## src/hw/rtl/psort_pkg.sv

```systemverilog
package psort_pkg;

  localparam int unsigned MaxRecordsDef = 64;
  localparam int unsigned KeyW          = 64;
  localparam int unsigned PayloadW      = 64;
  localparam int unsigned SortCountW    = 7;
  localparam int unsigned RecW          = KeyW + PayloadW;

  // one stored record, key in the low half
  typedef struct packed {
    logic [PayloadW-1:0]    payload;
    logic signed [KeyW-1:0] key;
  } rec_t;

  // controls broadcast from the sequencer to every cell
  typedef struct packed {
    logic ins_en;     // place the incoming record this cycle
    logic sort_mode;  // incoming record goes into the ordered prefix
    logic drain;      // advance every cell toward cell 0
  } ctl_t;

endpackage

```

## src/hw/rtl/psort_ctrl.sv

```systemverilog
module psort_ctrl #(
  parameter int unsigned MAX_RECORDS = psort_pkg::MaxRecordsDef,
  parameter int unsigned CNT_W       = $clog2(MAX_RECORDS + 1)
) (
  input  logic                             clk_i,
  input  logic                             rst_ni,
  input  logic                             cfg_we_i,
  input  logic [psort_pkg::SortCountW-1:0] cfg_wdata_i,
  input  logic                             in_valid_i,
  input  logic                             in_last_i,
  output logic                             in_ready_o,
  output logic                             out_valid_o,
  input  logic                             out_ready_i,
  output logic                             out_last_o,
  output logic                             overflow_o,
  output psort_pkg::ctl_t                  ctl_o,
  output logic [CNT_W-1:0]                 count_o
);

  typedef enum logic {
    ST_COLLECT,
    ST_DRAIN
  } state_e;

  localparam logic [CNT_W-1:0] CntMax = CNT_W'(MAX_RECORDS);
  localparam logic [CNT_W-1:0] CntOne = CNT_W'(1);

  state_e                             state_q;
  logic [CNT_W-1:0]                   count_q;
  logic                               ovf_q;
  logic [psort_pkg::SortCountW-1:0]   sort_count_q;
  logic                               in_acc, out_acc, room;

  assign in_ready_o  = state_q == ST_COLLECT;
  assign out_valid_o = state_q == ST_DRAIN;
  assign in_acc      = in_valid_i && in_ready_o;
  assign out_acc     = out_valid_o && out_ready_i;
  assign room        = count_q < CntMax;

  assign ctl_o.ins_en    = in_acc && room;
  assign ctl_o.sort_mode = psort_pkg::SortCountW'(count_q) < sort_count_q;
  assign ctl_o.drain     = out_acc;

  assign count_o    = count_q;
  assign out_last_o = count_q == CntOne;
  assign overflow_o = ovf_q;

  always_ff @(posedge clk_i or negedge rst_ni) begin
    if (!rst_ni) begin
      state_q      <= ST_COLLECT;
      count_q      <= '0;
      ovf_q        <= 1'b0;
      sort_count_q <= '0;
    end else begin
      if (cfg_we_i) begin
        sort_count_q <= cfg_wdata_i;
      end
      unique case (state_q)
        ST_COLLECT: begin
          if (in_acc) begin
            if (room) begin
              count_q <= count_q + CntOne;
            end else begin
              ovf_q <= 1'b1;
            end
            if (in_last_i) begin
              state_q <= ST_DRAIN;
            end
          end
        end
        ST_DRAIN: begin
          if (out_acc) begin
            count_q <= count_q - CntOne;
            if (count_q == CntOne) begin
              state_q <= ST_COLLECT;
              ovf_q   <= 1'b0;
            end
          end
        end
        default: begin
          state_q <= ST_COLLECT;
        end
      endcase
    end
  end

endmodule

```

## config.mk

```make
export PLATFORM = sky130hd
export DESIGN_NAME = psort_ctrl
export DESIGN_NICKNAME = d
export VERILOG_FILES = /design/src/hw/rtl/psort_pkg.sv /design/src/hw/rtl/psort_ctrl.sv
export SDC_FILE = /design/constraint.sdc
export NUM_CORES = 1
export LEC_CHECK = 0
export ABC_AREA = 1
export BUFFER_PORTS_ARGS = -buffer_cell sky130_fd_sc_hd__buf_2
export CAP_MARGIN = 20
export CORE_MARGIN = 3
export CORE_UTILIZATION = 35
export CTS_CLUSTER_SIZE = 40
export DETAILED_ROUTE_END_ITERATION = 6
export GPL_TIMING_DRIVEN = 0
export PLACE_DENSITY = 0.65
export SLEW_MARGIN = 10
export SYNTH_ARGS = -nofsm -noshare
export SYNTH_HDL_FRONTEND = slang
export SYNTH_SLANG_ARGS = --single-unit
```

## constraint.sdc

```tcl
create_clock -name clk_i -period 1.1 [get_ports clk_i]
set_input_delay 0.11 -clock clk_i [delete_from_list [all_inputs] [get_ports clk_i]]
set_output_delay 0.11 -clock clk_i [all_outputs]
set_load 0.03 [all_outputs]
```

### Word level (Yosys, flattened, before mapping)

Cells that the tools add are included.

* add/sub/neg operators: 2
* order comparisons: 2
* eq/ne operators: 6
* muxes and demuxes: 14
* bitwise gates (word level): 1
* reductions and logical operators: 5

Operators with widths (count)
* $mux 7: 3
* $pmux 7 s2: 1
* $mux 1: 8
* $add 7x1->7 const B: 1
* $eq 7x1->1 const B: 1
* $lt 7x7->1: 1
* $lt 7x7->1 const B: 1
* $sub 7x1->7 const B: 1
* $ne 2x1->1 const B: 3
* $ne 2x2->1 const B: 2
* $pmux 1 s2: 2
* $reduce_and 4->1: 1
* $logic_and 1x1->1: 3
* $reduce_and 3->1: 1
* $not 1->1: 1

* flip-flop bits (word level): 16
* input port bits: 13
* output and inout port bits: 14

### Depth between registers and ports, before layout

* depth after elaboration: 4
* depth in mapped cells: 9
* gate-level depth less buffers: 8

### Worst setup path before layout

OpenSTA, ideal clock, no wires.

* path type: reg2out
* start: register count_q[4], in the netlist count_o[4]
* end: output port ctl_o[1] (netlist bit)
* arrival time: 1.568 ns
* data required time: 0.990 ns
* slack: -0.578 ns
* cell stages (with the launch flop): 5
* cell sequence: dfrtp_1 > ha_1 > a21oi_1 > o21ai_0 > a21oi_1

RTL lines
* start: declaration: RTL line psort_ctrl.sv:29 `logic [CNT_W-1:0] count_q;`
* start signal: assignment: RTL line psort_ctrl.sv:62 `count_q <= count_q + CntOne;`
* start signal: assignment: RTL line psort_ctrl.sv:73 `count_q <= count_q - CntOne;`
* end: declaration: RTL line psort_ctrl.sv:16 `output psort_pkg::ctl_t ctl_o,`

==> flow_metrics.tcl <==
set metrics [dict create \
    hold_ws_ps 20.6 \
    ir_worst_vdd_mv 2.11 \
    max_freq_ghz 0.636 \
    post_synth_inst_count 131 \
    worst_pin_slew_ps 377 \
    grt_first_pass_wirelength_um 4510 \
    reg2reg_depth 10 \
    portBuffers 26 \
    yosysSeqAreaShare_pct 39.5 \
    netlist.area_leader.share_pct 39.5 \
    cap_violations 0 \
    slowest_delay_ps 470 \
    timing.final.crit_share_pct 143 \
    synth_cell_type_count 21 \
    clock_path_buffers 2 \
    die_w_um 59.8 \
    first_pass_iters 4 \
    period_needed_ps 1570 \
    viasPerCell 5.05 \
    drive_gt1_share_pct 60.1 \
    finalCoreUtilization_pct 70.0 \
    arrival_ps 1460 \
    min_path_type "input port to flip-flop" \
    hold_depth 3 \
    final_common_cell "nand2_1" \
    gp_congestion 0.804 \
    fin_ws_ps -473 \
    nNetsFinal 216 \
    clkSinkCount 16 \
    fin_skew_ps 0.850 \
    fp-row-count 18 \
    diodes 0 \
    status "finished, violations left" \
    vias 1127 \
    cp-end-kind "primary output" \
    final_cell_mix "nand2_1 (34), buf_6 (28), buf_2 (15), buf_4 (15)" \
    clk_latency_ps 290 \
    die_y_um 59.8 \
    fin_cells 223 \
    slew_violations 0 \
    dp_slack_ps -250 \
    clock_power_share_pct 7.5 \
    synth_top_cell_by_area "dfrtp_1" \
    cts.clk_slew.worst_paths_ps 90 \
    cts_tree "done" \
    violations "setup timing" \
    total_leakage_power_nw 0.897 \
    ys_ff_latch 16 \
    p_per_area_nw_per_um2 2880 \
    dp.cells 187 \
    grt.total_usage_pct 17.0 \
    grt_pass1_vias 1053 \
    coreArea_um2 2610 \
    synth.area.top_cells "dfrtp_1 (39%), nand2_1 (16%), ha_1 (11%)" \
    pwr-share-seq_pct 18.7 \
    hold_violations 0 \
    worstPathCellList "ha_4 -> o211ai_1 -> nand2_1 -> a21oi_4 -> buf_6" \
    final_cell_area_um2 1830 \
    start_kind "flip-flop" \
    postSynthAreaPerCell_um2 7.75 \
    grt_max_degree 17 \
    crit_path_top_delay_cell "dfrtp_2" \
    drc 0 \
    ios 27 \
    timing.setup.tns_ps -3700 \
    combPwrFrac_pct 73.8 \
    final-seq-area_um2 410 \
    syn-num-nets 153 \
    fp.dieArea_um2 3580 \
    cts_made_buffers 3 \
    htreeDepth 1 \
    report.power.total_mw 5.27 \
    grt_antenna_before_repair 0 \
    overflow 0 \
    finalSetupViolCount 19 \
    rsz0062_at_grt "true" \
    fillers 192 \
    cts_root_buffer "clkbuf_4" \
    p_int_mw 2.86 \
    dp_hpwl_um 1720 \
    drt-initial-drc-count 15 \
    placed_cell_area_um2 1280 \
    cp_max_fo 4 \
    area_growth_syn_to_layout_pct 80.3 \
    cp.required_ps 990 \
    crit_type "flip-flop to primary output" \
    wl_um 3080 \
    initial_core_util_pct 38.8 \
    switching_share_pct 45.6 \
    wl_per_cell_um 13.8 \
    ant_nets 0 \
    synth.cell_area_um2 1010 \
    yosys_warnings 0 \
    power_switching_mw 2.40 \
    maxSlewHeadroom_pct 74.8 \
    multi_input_area_um2 722 \
]
## registers in the layout, indices dropped and copies added (netlist names)
register	flops
count_o	7
overflow_o	1
out_valid_o	1
sort_count_q	7
## power by group through the flow
stage	Clock (mW)	Sequential (mW)	Combinational (mW)
after global placement	0	1.10	1.97
after CTS	0.411	0.974	3.19
after global routing	0.433	1.01	4.21
after floorplan	0	1.37	1.25
after detailed placement	0	1.11	2.03
final	0.396	0.986	3.89
## final cells by class
| class | instances | area share (%) |
|---|---|---|
| multi-input cells | 93 | 39.5 |
| repair buffers | 58 | 27.4 |
| flip-flops and latches | 16 | 22.4 |
| inverters | 19 | 4.99 |
| well taps | 30 | 2.05 |
| clock buffers | 4 | 1.98 |
| plain buffers | 3 | 1.64 |
## worst paths after layout
path	startpoint	endpoint	slack [ps]
setup / recovery	count_o[1]	ctl_o[1]	-470
hold / removal	cfg_wdata_i[2]	sort_count_q[2]	20
setup reg to reg	count_o[1]	count_o[6]	-330
hold reg to reg	overflow_o	overflow_o	480
max in group asynchronous	rst_ni	count_o[1]	570
min in group asynchronous	rst_ni	sort_count_q[5]	250
## synthesized netlist by cell type, drive strengths merged
cell    count
nand2      45
nand3       9
buf         2
nand3b      1
ha          9
dfrtp      16
nor2        6
inv        19
o21ai      12
clkbuf      1
xor2        3
a21oi       4
nand4       2
or2         1
o211ai      1
## metal layers
layer | wire (µm) | track usage, %
met4 | 85 | 4.75
met3 | 142 | 4.54
met1 | 1180 | 19.9
met5 | 0 | 0
met2 | 1680 | 30.2
## cells by family after synthesis
group           count (synthesis)  share of synthesized area (%)
fa+ha+maj                       9                           11.1
flops                          16                           39.5
compound gates                 17                           9.00
buf+inv                        22                           9.74
simple gates                   64                           28.1
xor+xnor                        3                           2.59
## critical path, delay by kind of cell, from the launching register on
kind | cells | cell delay (ps)
AND/OR/NAND/NOR | 1 | 120
buffers and inverters | 1 | 140
AO/OA/AOI/OAI | 2 | 220
flip-flops | 1 | 470
adder cells (fa/ha/maj) | 1 | 220
## timing repair
item / CTS / global route
buffers inserted: 21 / 12
endpoints found under the hold margin: 16 / 0
setup endpoints to repair: 16 / 20
hold buffers: 1 / 0
resized for setup: 56 / 31
pin swaps: 13 / 15
Power figures use the tool's default switching activity.
