[src/hw/rtl/psort_pkg.sv]
package psort_pkg;

  localparam int unsigned MaxRecordsDef = 64;
  localparam int unsigned KeyW          = 64;
  localparam int unsigned PayloadW      = 64;
  localparam int unsigned SortCountW    = 7;
  localparam int unsigned RecW          = KeyW + PayloadW;

  // one stored record, key in the low half
  typedef struct packed {
    logic [PayloadW-1:0]    payload;
    logic signed [KeyW-1:0] key;
  } rec_t;

  // controls broadcast from the sequencer to every cell
  typedef struct packed {
    logic ins_en;     // place the incoming record this cycle
    logic sort_mode;  // incoming record goes into the ordered prefix
    logic drain;      // advance every cell toward cell 0
  } ctl_t;

endpackage

[src/hw/rtl/psort_cell.sv]
module psort_cell #(
  parameter int unsigned CNT_W = 7,
  parameter int unsigned IDX   = 0
) (
  input  logic             clk_i,
  input  psort_pkg::ctl_t  ctl_i,
  input  logic [CNT_W-1:0] count_i,
  input  psort_pkg::rec_t  new_rec_i,
  input  psort_pkg::rec_t  left_rec_i,
  input  psort_pkg::rec_t  right_rec_i,
  input  logic             left_mark_i,
  input  logic             left_pass_i,
  output psort_pkg::rec_t  rec_o,
  output logic             mark_o,
  output logic             pass_o
);

  localparam logic [CNT_W-1:0] MyIdx = CNT_W'(IDX);

  psort_pkg::rec_t rec_q, rec_d;
  logic            occ, gt, take_new;

  // occupied cells form a prefix of the chain
  assign occ      = MyIdx < count_i;
  assign gt       = $signed(rec_q.key) > $signed(new_rec_i.key);
  // mark: new record belongs here or further left
  assign mark_o   = !occ || (ctl_i.sort_mode && gt);
  assign pass_o   = mark_o && occ;
  assign take_new = ctl_i.ins_en && mark_o && !left_mark_i;

  always_comb begin
    rec_d = rec_q;
    priority if (ctl_i.drain) begin
      rec_d = right_rec_i;
    end else if (ctl_i.ins_en && left_pass_i) begin
      rec_d = left_rec_i;
    end else if (take_new) begin
      rec_d = new_rec_i;
    end
  end

  always_ff @(posedge clk_i) begin
    rec_q <= rec_d;
  end

  assign rec_o = rec_q;

endmodule

[config.mk]
export PLATFORM = sky130hd
export DESIGN_NAME = psort_cell
export DESIGN_NICKNAME = d
export VERILOG_FILES = /design/src/hw/rtl/psort_pkg.sv /design/src/hw/rtl/psort_cell.sv
export SDC_FILE = /design/constraint.sdc
export NUM_CORES = 1
export LEC_CHECK = 0
export ABC_CLOCK_PERIOD_IN_PS = 9250
export BUFFER_PORTS_ARGS = -buffer_cell sky130_fd_sc_hd__clkbuf_2
export CAP_MARGIN = 10
export CORE_AREA = 2 2 203 205
export CTS_CLUSTER_DIAMETER = 30
export DETAILED_ROUTE_END_ITERATION = 10
export DIE_AREA = 0 0 205 207
export GPL_ROUTABILITY_DRIVEN = 0
export PLACE_DENSITY_LB_ADDON = 0.1
export SLEW_MARGIN = 0
export SYNTH_ARGS = -nofsm -noshare
export SYNTH_HDL_FRONTEND = slang
export SYNTH_SLANG_ARGS = --single-unit
[constraint.sdc]
create_clock -name clk_i -period 9.25 [get_ports clk_i]
set_input_delay 0.4625 -clock clk_i [delete_from_list [all_inputs] [get_ports clk_i]]
set_output_delay 0.4625 -clock clk_i [all_outputs]
set_load 0.02 [all_outputs]
Yosys cells after proc, flatten, opt, wreduce, memory -nomap -nowiden
Index checks and enable logic that the tools add are counted.
{"block": "classes", "reduce_logical": 9, "n_lt_le_gt_ge": 2, "n_mux": 3}
{"op": "$mux W128", "count": 3}
{"op": "$gt A64 B64 Y1", "count": 1}
{"op": "$lt A1 B7 Y1 const A", "count": 1}
{"op": "$logic_and A1 B1 Y1", "count": 5}
{"op": "$reduce_bool A3 Y1", "count": 1}
{"op": "$logic_not A1 Y1", "count": 2}
{"op": "$logic_or A1 B1 Y1", "count": 1}
{"block": "word_totals", "regBits": 128, "word_cells": 16}

Logic depth before layout (Yosys ltp)
Gate-level depths: netlist (run 1).
{"block": "logic_depth", "depth_word": 8, "ltp_mapped": 10, "mapped_depth_nobuf": 10}

Worst setup path before layout (run 1)
Ideal clock, no wire load.
{"block": "synth_timing", "path_kind": "register -> register", "startpoint": "register rec_q, in the netlist rec_o[26]", "endpoint": "register rec_q, in the netlist rec_o[0], enable pin", "path_slack_ns": -0.367, "n_path_buf": 0, "arrival_time_ns": 8.932, "period_less_slack_ns": 9.617, "stages_incl_launch_ff": 10, "path_cell_list": "edfxtp_1 ha_1 nand4_1 or4_4 a21oi_1 o31ai_1 a21oi_2 nor4_2 xnor2_1 o41ai_2"}
{"block": "synth_via", "elab_chain_cells": 6}
{"element": "start: declaration", "line": "psort_cell.sv:20", "text": "psort_pkg::rec_t rec_q, rec_d;"}
{"element": "start signal: assignment", "line": "psort_cell.sv:43", "text": "rec_q <= rec_d;"}
{"element": "$gt A64 B64 Y1", "line": "psort_cell.sv:25", "text": "assign gt = $signed(rec_q.key) > $signed(new_rec_i.key);"}
{"element": "$logic_and A1 B1 Y1", "line": "psort_cell.sv:27", "text": "assign mark_o = !occ || (ctl_i.sort_mode && gt);"}
{"element": "$logic_or A1 B1 Y1", "line": "psort_cell.sv:27"}
{"element": "$logic_and A1 B1 Y1 (2 in series)", "line": "psort_cell.sv:29", "text": "assign take_new = ctl_i.ins_en && mark_o && !left_mark_i;"}
{"element": "$reduce_bool A3 Y1 (no source line)"}
Every way passes these cells.
A chain may end at the register's enable or synchronous reset.

Final worst setup path (run 1)
{"block": "layout_timing", "startpoint": "register rec_q, in the netlist rec_o[41]", "endpoint": "register rec_q, in the netlist rec_o[100], enable pin"}
The elaborated chain is that of the path after synthesis.

==> out/qor.yml, run 1 <==
synth-seq-area-share: 0.473
initial_core_util: 0.201
die_height_um: 207
synth-warning-count: 0
cts_repair_resize_count: 0
timing_max_transition_violations_final: 0
min_delay_endpoint: "rec_o[123]"
core-area_sq_um: 40400
fp.dieW_um: 205
design_area_sq_um: 11900
first_global_vias: 7985
post-cts-setup-buffer-count: 0
layout.cells.most_common: "clkbuf_2"
mostFrequentLayoutCells: "clkbuf_2, nand2_1, o21ai_0, mux2i_1, edfxtp_1"
worstSetupStartpointType: "register"
cts_tree: "done"
placement.cell_area_sq_um: 11300
setup-tns-final_ns: 0
synthesis.instances: 788
ioPinCount: 527
overflow: 0
root_buf_cell: "clkbuf_16"
postRouteWirelength_mm: 33.9
synth_fp_nets: 1249
yosys.cell_types.count: 37
post_synth_instance_area_sq_um: 8120
rows: 74
status: "finished, final reports clean"
detailroute.via_count: 7624
dp_hpwl_mm: 27.9
power_per_cell_area_nw_per_um2: 158
timing.final.crit_share: 0.491
finalHoldViolCount: 0
finalCriticalPeriod_ns: 4.54
grt_setup_unrepaired: "false"
crit_arrival_ns: 4.60
largest_register_ff_count: 128
insertion_delay_ns: 0.43
hold_class: "in -> reg"
r2r-end: "rec_o[100]"
worst_setup_path_end_kind: "register"
tritoncts_sink_count: 128
path_max_fanout: 70
slew_headroom: 0.368
hold_buffers: 0
portBuffers: 526
fmax_ghz: 0.220
dp.cells: 1810
timing.max_cap.violations: 0
number_of_nets_with_antenna_violations_after_routing: 0
first_pass_iters: 4
area_growth_pct: 46.4
grt_pass1_wl_mm: 49.4
worstSetupPathType: "reg -> reg"
tritoncts.num_buffers: 17
clkSlewWorstSetupHoldPaths_ns: 0.06
reg2reg_setup_slack_ns: 4.71
setup_viol_count_final: 0
clock_skew_ns: 0.0101
r2r-start: "rec_o[41]"
ys_ff_latch: 128
dieArea_sq_um: 42400
avgSynthCellArea_sq_um: 10.3
vias_per_cell: 4.14
number_of_drc_markers_after_the_initial_detailed_route_iteration: 343
clk_path_buf_depth: 2
track_usage: 0.159
grt_antenna_before_repair: 1
post_drt_wl_per_cell_um: 18.4
largest_net_degree_at_the_start_of_global_routing: 89
layout-drive-gt1-share: 0.434
tightestPinTransition_ns: 0.948
cts_max_level: 4
min_from: "right_rec_i[123]"
nNetsFinal: 1758
min_delay_path_depth: 3
critical_path_required_ns: 9.30
worst_vdd_rail_ir_drop_mv: 0.0941
p_leak_uw: 0.00636
post-route-drc-count: 0
stdcell_count: 1843
ff2ff_path_depth: 11
## power breakdown
part	leakage, uW	internal, uW	switching [uW]	total [uW]
logic	0.00479	183	284	467
clock network	0.000262	395	267	662
registers	0.00130	717	27.3	745
total	0.00636	1300	578	1870
## area by class of cell
cell class	count	area [sq um]
multi-input cells	552	3890
flip-flops and latches	128	3840
clock inverters	10	114
repair buffers	532	2680
diodes	1	2.50
inverters	66	248
well taps	532	666
fillers	4398	28500
clock buffers	22	444
## per-layer routing
metal,GRT usage,vias up,wire [um]
met1,0.171,3418,12900
met3,0.0557,24,2980
met5,0,-,0
li1,-,3876,-
met2,0.286,306,17200
met4,0.0551,0,751
## worst max-delay path: stages, from the launching register on
cell and delay (ns):
edfxtp_1 0.40, ha_1 0.31, a21o_1 0.18, nand3_1 0.08, a21oi_1 0.08, o31ai_1 0.48, o311ai_1 0.22, nor4_2 0.33
xnor2_1 0.19, o41ai_4 0.22, buf_4 0.72, buf_4 0.84
## synthesized netlist by cell type, drive strengths merged
cell type    n  area, sq um
nand2      138          518
o21ai      131          656
edfxtp     128         3840
mux2i      128         1280
inv         66          248
ha          64          801
clkbuf      30          113
a21oi       26          138
nand4       15          106
buf         12         46.3
nand3       11         60.1
a21o         7         52.6
nor2         5         18.8
nor4         4         46.3
or4          3         26.3
a211oi       2         15.0
a21boi       2         15.0
a221oi       2         17.5
nor3         2         15.0
o21bai       2         15.0
o31ai        2         15.0
o41ai        2         25.0
a2111oi      1         8.76
a221o        1         10.0
nor2b        1         6.26
o211ai       1         7.51
o311ai       1         8.76
xnor2        1         8.76
## metrics by stage
step	hold slack (ns)	total power (uW)	util	setup slack, ns
CTS	0.271	1910	0.295	4.54
floorplan	0.650	1010	-	2.63
detailed placement	0.746	1230	0.281	4.34
finish	0.304	1870	0.295	4.71
global placement	0.742	1230	0.281	4.40
global route	0.288	1980	0.295	4.22
## worst max-delay path by stage
stage                  start  cells past startpoint    endpoint
3_5_place_dp   new_rec_i[55]                     12    rec_o[5]
5_1_grt             rec_o[1]                     11  rec_o[117]
3_3_place_gp   new_rec_i[41]                     13    rec_o[5]
4_1_cts            rec_o[55]                     10    rec_o[4]
2_1_floorplan      rec_o[26]                      9    rec_o[0]
6_report           rec_o[41]                     11  rec_o[100]
## cells by family (layout without fill, tap and decap cells)
kind of cell               count (synthesis)  after routing  synth area share
DFF                                      128            128             0.473
muxes                                    128            128             0.158
other                                      0              1                 0
xor gates and xnor gates                   1              1           0.00108
buffers and inverters                    108            630            0.0501
AOI/OAI and AO/OA                        180            180             0.121
and+or+nand+nor                          179            179            0.0981
adders and majority gates                 64             64            0.0986
Power figures use the tool's default switching activity.
==> inputs of run 2 (changes only) <==
- ABC_AREA: default -> 1
- ABC_CLOCK_PERIOD_IN_PS: 9250 -> 4600
- clock period: 9.25 -> 4.6 ns (I/O delays scaled with it)
==> out/qor.yml, run 2 <==
finalHoldViolCount: 0
post_synth_most_frequent_cells: "nand2_1, nor2_1, a31oi_1, edfxtp_1, inv_1"
clkSlewWorstSetupHoldPaths_ns: 0.06
insertion_delay_ns: 0.44
ioPinCount: 527
die_height_um: 207
count_of_flip_flops_with_a_built_in_enable_after_synthesis: 128
core-area_sq_um: 40400
rows: 74
crit_buf_inv: 0
fp.dieW_um: 205
post_drt_wl_per_cell_um: 16.7
ys_ff_latch: 128
layout_setup_ws_ns: 1.24
synth_flop_type: "edfxtp_1"
initial_core_util: 0.201
track_usage: 0.158
number_of_nets_with_antenna_violations_after_routing: 0
fmax_ghz: 0.297
grt_pass1_wl_mm: 50.3
synth_top_area_cell: "edfxtp_1"
largest_net_degree_at_the_start_of_global_routing: 173
clock_skew_ns: 0.0112
vias_per_cell: 4.20
stdcell_count: 2032
portBuffers: 526
yosys.cell_types.count: 28
setup_viol_count_final: 0
post-route-drc-count: 0
hold_buffers: 0
path_max_fanout: 128
finalCriticalPeriod_ns: 3.36
timing.hold.ws_ns: 0.138
tritoncts_sink_count: 128
timing.final.crit_share: 0.731
worstSetupStartpointType: "register"
slew_headroom: 0.251
timing.max_cap.violations: 0
dp.cells: 1998
synth-warning-count: 0
worst_path_dominant_cell_family: "simple AND/OR/NAND/NOR gates"
number_of_drc_markers_after_the_initial_detailed_route_iteration: 396
synth-seq-area-share: 0.474
layout-drive-gt1-share: 0.387
worstSetupPathType: "reg -> reg"
synthArstFlopShare: 0
synth.most_common_cell: "nand2_1"
avgSynthCellArea_sq_um: 8.19
power_per_cell_area_nw_per_um2: 319
tritoncts.num_buffers: 17
synth_fp_nets: 1451
multi_input_comb_area_sq_um: 3770
area_growth_pct: 46.1
ys_top_cells_by_area: "edfxtp_1, nand2_1, a31oi_1"
crit_arrival_ns: 3.26
post-cts-setup-buffer-count: 0
cts_repair_resize_count: 0
hold_class: "in -> reg"
clk_path_buf_depth: 2
cp_cell_sequence: "ha_1 > nand2_1 > nor2_1 > nand4_1 > nor4_1 > a21boi_1 > nand3_2 > nand2_2 > nand2_1 > nand2_8"
nNetsFinal: 1946
dieArea_sq_um: 42400
p_leak_uw: 0.00593
postRouteWirelength_mm: 34.0
area.sequential_sq_um: 3840
crit_path_top_delay_cell: "nand2_8"
yosys.area.top_type_share: 0.474
cts_tree: "done"
grt_antenna_before_repair: 2
most_used_cell_along_the_critical_path: "nand2_1"
first_pass_iters: 6
largest_register_ff_count: 128
post-place-ws_ns: 1.12
worst_vdd_rail_ir_drop_mv: 0.208
layout.cells.most_common: "clkbuf_2"
grt_setup_unrepaired: "false"
mostFrequentLayoutCells: "clkbuf_2, nand2_1, nor2_1, a31oi_1, edfxtp_1"
design_area_sq_um: 11900
detailroute.via_count: 8543
worst_setup_path_end_kind: "register"
cts_max_level: 4
placement.cell_area_sq_um: 11300
n_fill_cell: 4550
setup-tns-final_ns: 0
dp_hpwl_mm: 26.6
root_buf_cell: "clkbuf_16"
overflow: 0
critical_path_required_ns: 4.50
timing_max_transition_violations_final: 0
post_synth_instance_area_sq_um: 8110
first_global_vias: 8687
synthesis.instances: 990
status: "finished, final reports clean"
tightestPinTransition_ns: 1.12
cp_slowest_stage_delay_ns: 0.54
-- run 2: cell count changes after synthesis, moves of 6 or more --
cell | previous run | this run
a21oi_1 | 24 | 30
a31oi_1 | 0 | 128
clkbuf_1 | 30 | 50
inv_1 | 66 | 79
mux2i_1 | 128 | 0
nand2_1 | 138 | 320
nand3_1 | 10 | 3
nand4_1 | 13 | 3
nor2_1 | 5 | 147
o21ai_0 | 131 | 5
-- run 2: logic make-up (layout without fill, tap and decap cells) --
family          after synthesis  after routing  share of synthesized area
simple gates                487            487                      0.235
compound gates              172            172                      0.128
buf+inv                     139            647                     0.0643
flops                       128            128                      0.474
fa+ha+maj                    64             64                     0.0987
other cells                   0              2                          0
-- run 2: cell type report --
type / count / share of cell area
clock buffer: 18 / 0.0362
inverter: 83 / 0.0271
clock inverter: 14 / 0.0119
antenna: 2 / 0.000422
timing repair buffer: 532 / 0.226
multi-input combinational: 723 / 0.318
tap: 532 / 0.0562
sequential: 128 / 0.324
-- run 2: metal layers --
layer / track usage / vias up / wire length (um)
met5: 0 / - / 0
met4: 0.0499 / 0 / 600
met1: 0.175 / 3830 / 13300
li1: - / 4363 / -
met2: 0.278 / 324 / 17000
met3: 0.0584 / 26 / 3160
-- run 2: worst paths after layout --
check              end  slack (ns)       startpoint  depth (start not counted)
max          rec_o[32]        1.24         rec_o[7]                         10
min          rec_o[61]        0.14  right_rec_i[61]                          3
max reg2reg  rec_o[32]        1.24         rec_o[7]                         10
min reg2reg  rec_o[60]        1.88        rec_o[63]                          6
-- run 2: worst reg2reg max path, delay by kind of cell (launching register included) --
kind | cells | cell delay (ns)
AND/OR/NAND/NOR | 8 | 1.79
flip-flops | 1 | 0.40
adder cells (fa/ha/maj) | 1 | 0.31
AO/OA/AOI/OAI | 1 | 0.15
-- run 2: where the power goes --
| part | leakage (uW) | total (uW) | internal (uW) | switching, uW |
|---|---|---|---|---|
| logic | 0.00440 | 923 | 350 | 572 |
| registers | 0.00127 | 1480 | 1430 | 46.5 |
| clock network | 0.000262 | 1370 | 794 | 578 |
| total | 0.00593 | 3780 | 2580 | 1200 |
-- run 2: stage by stage --
step           power (uW)   util
6_report             3780  0.294
5_1_grt              4010  0.294
4_1_cts              3870  0.294
3_5_place_dp         2450  0.279
3_3_place_gp         2450  0.279
2_1_floorplan        2010      -
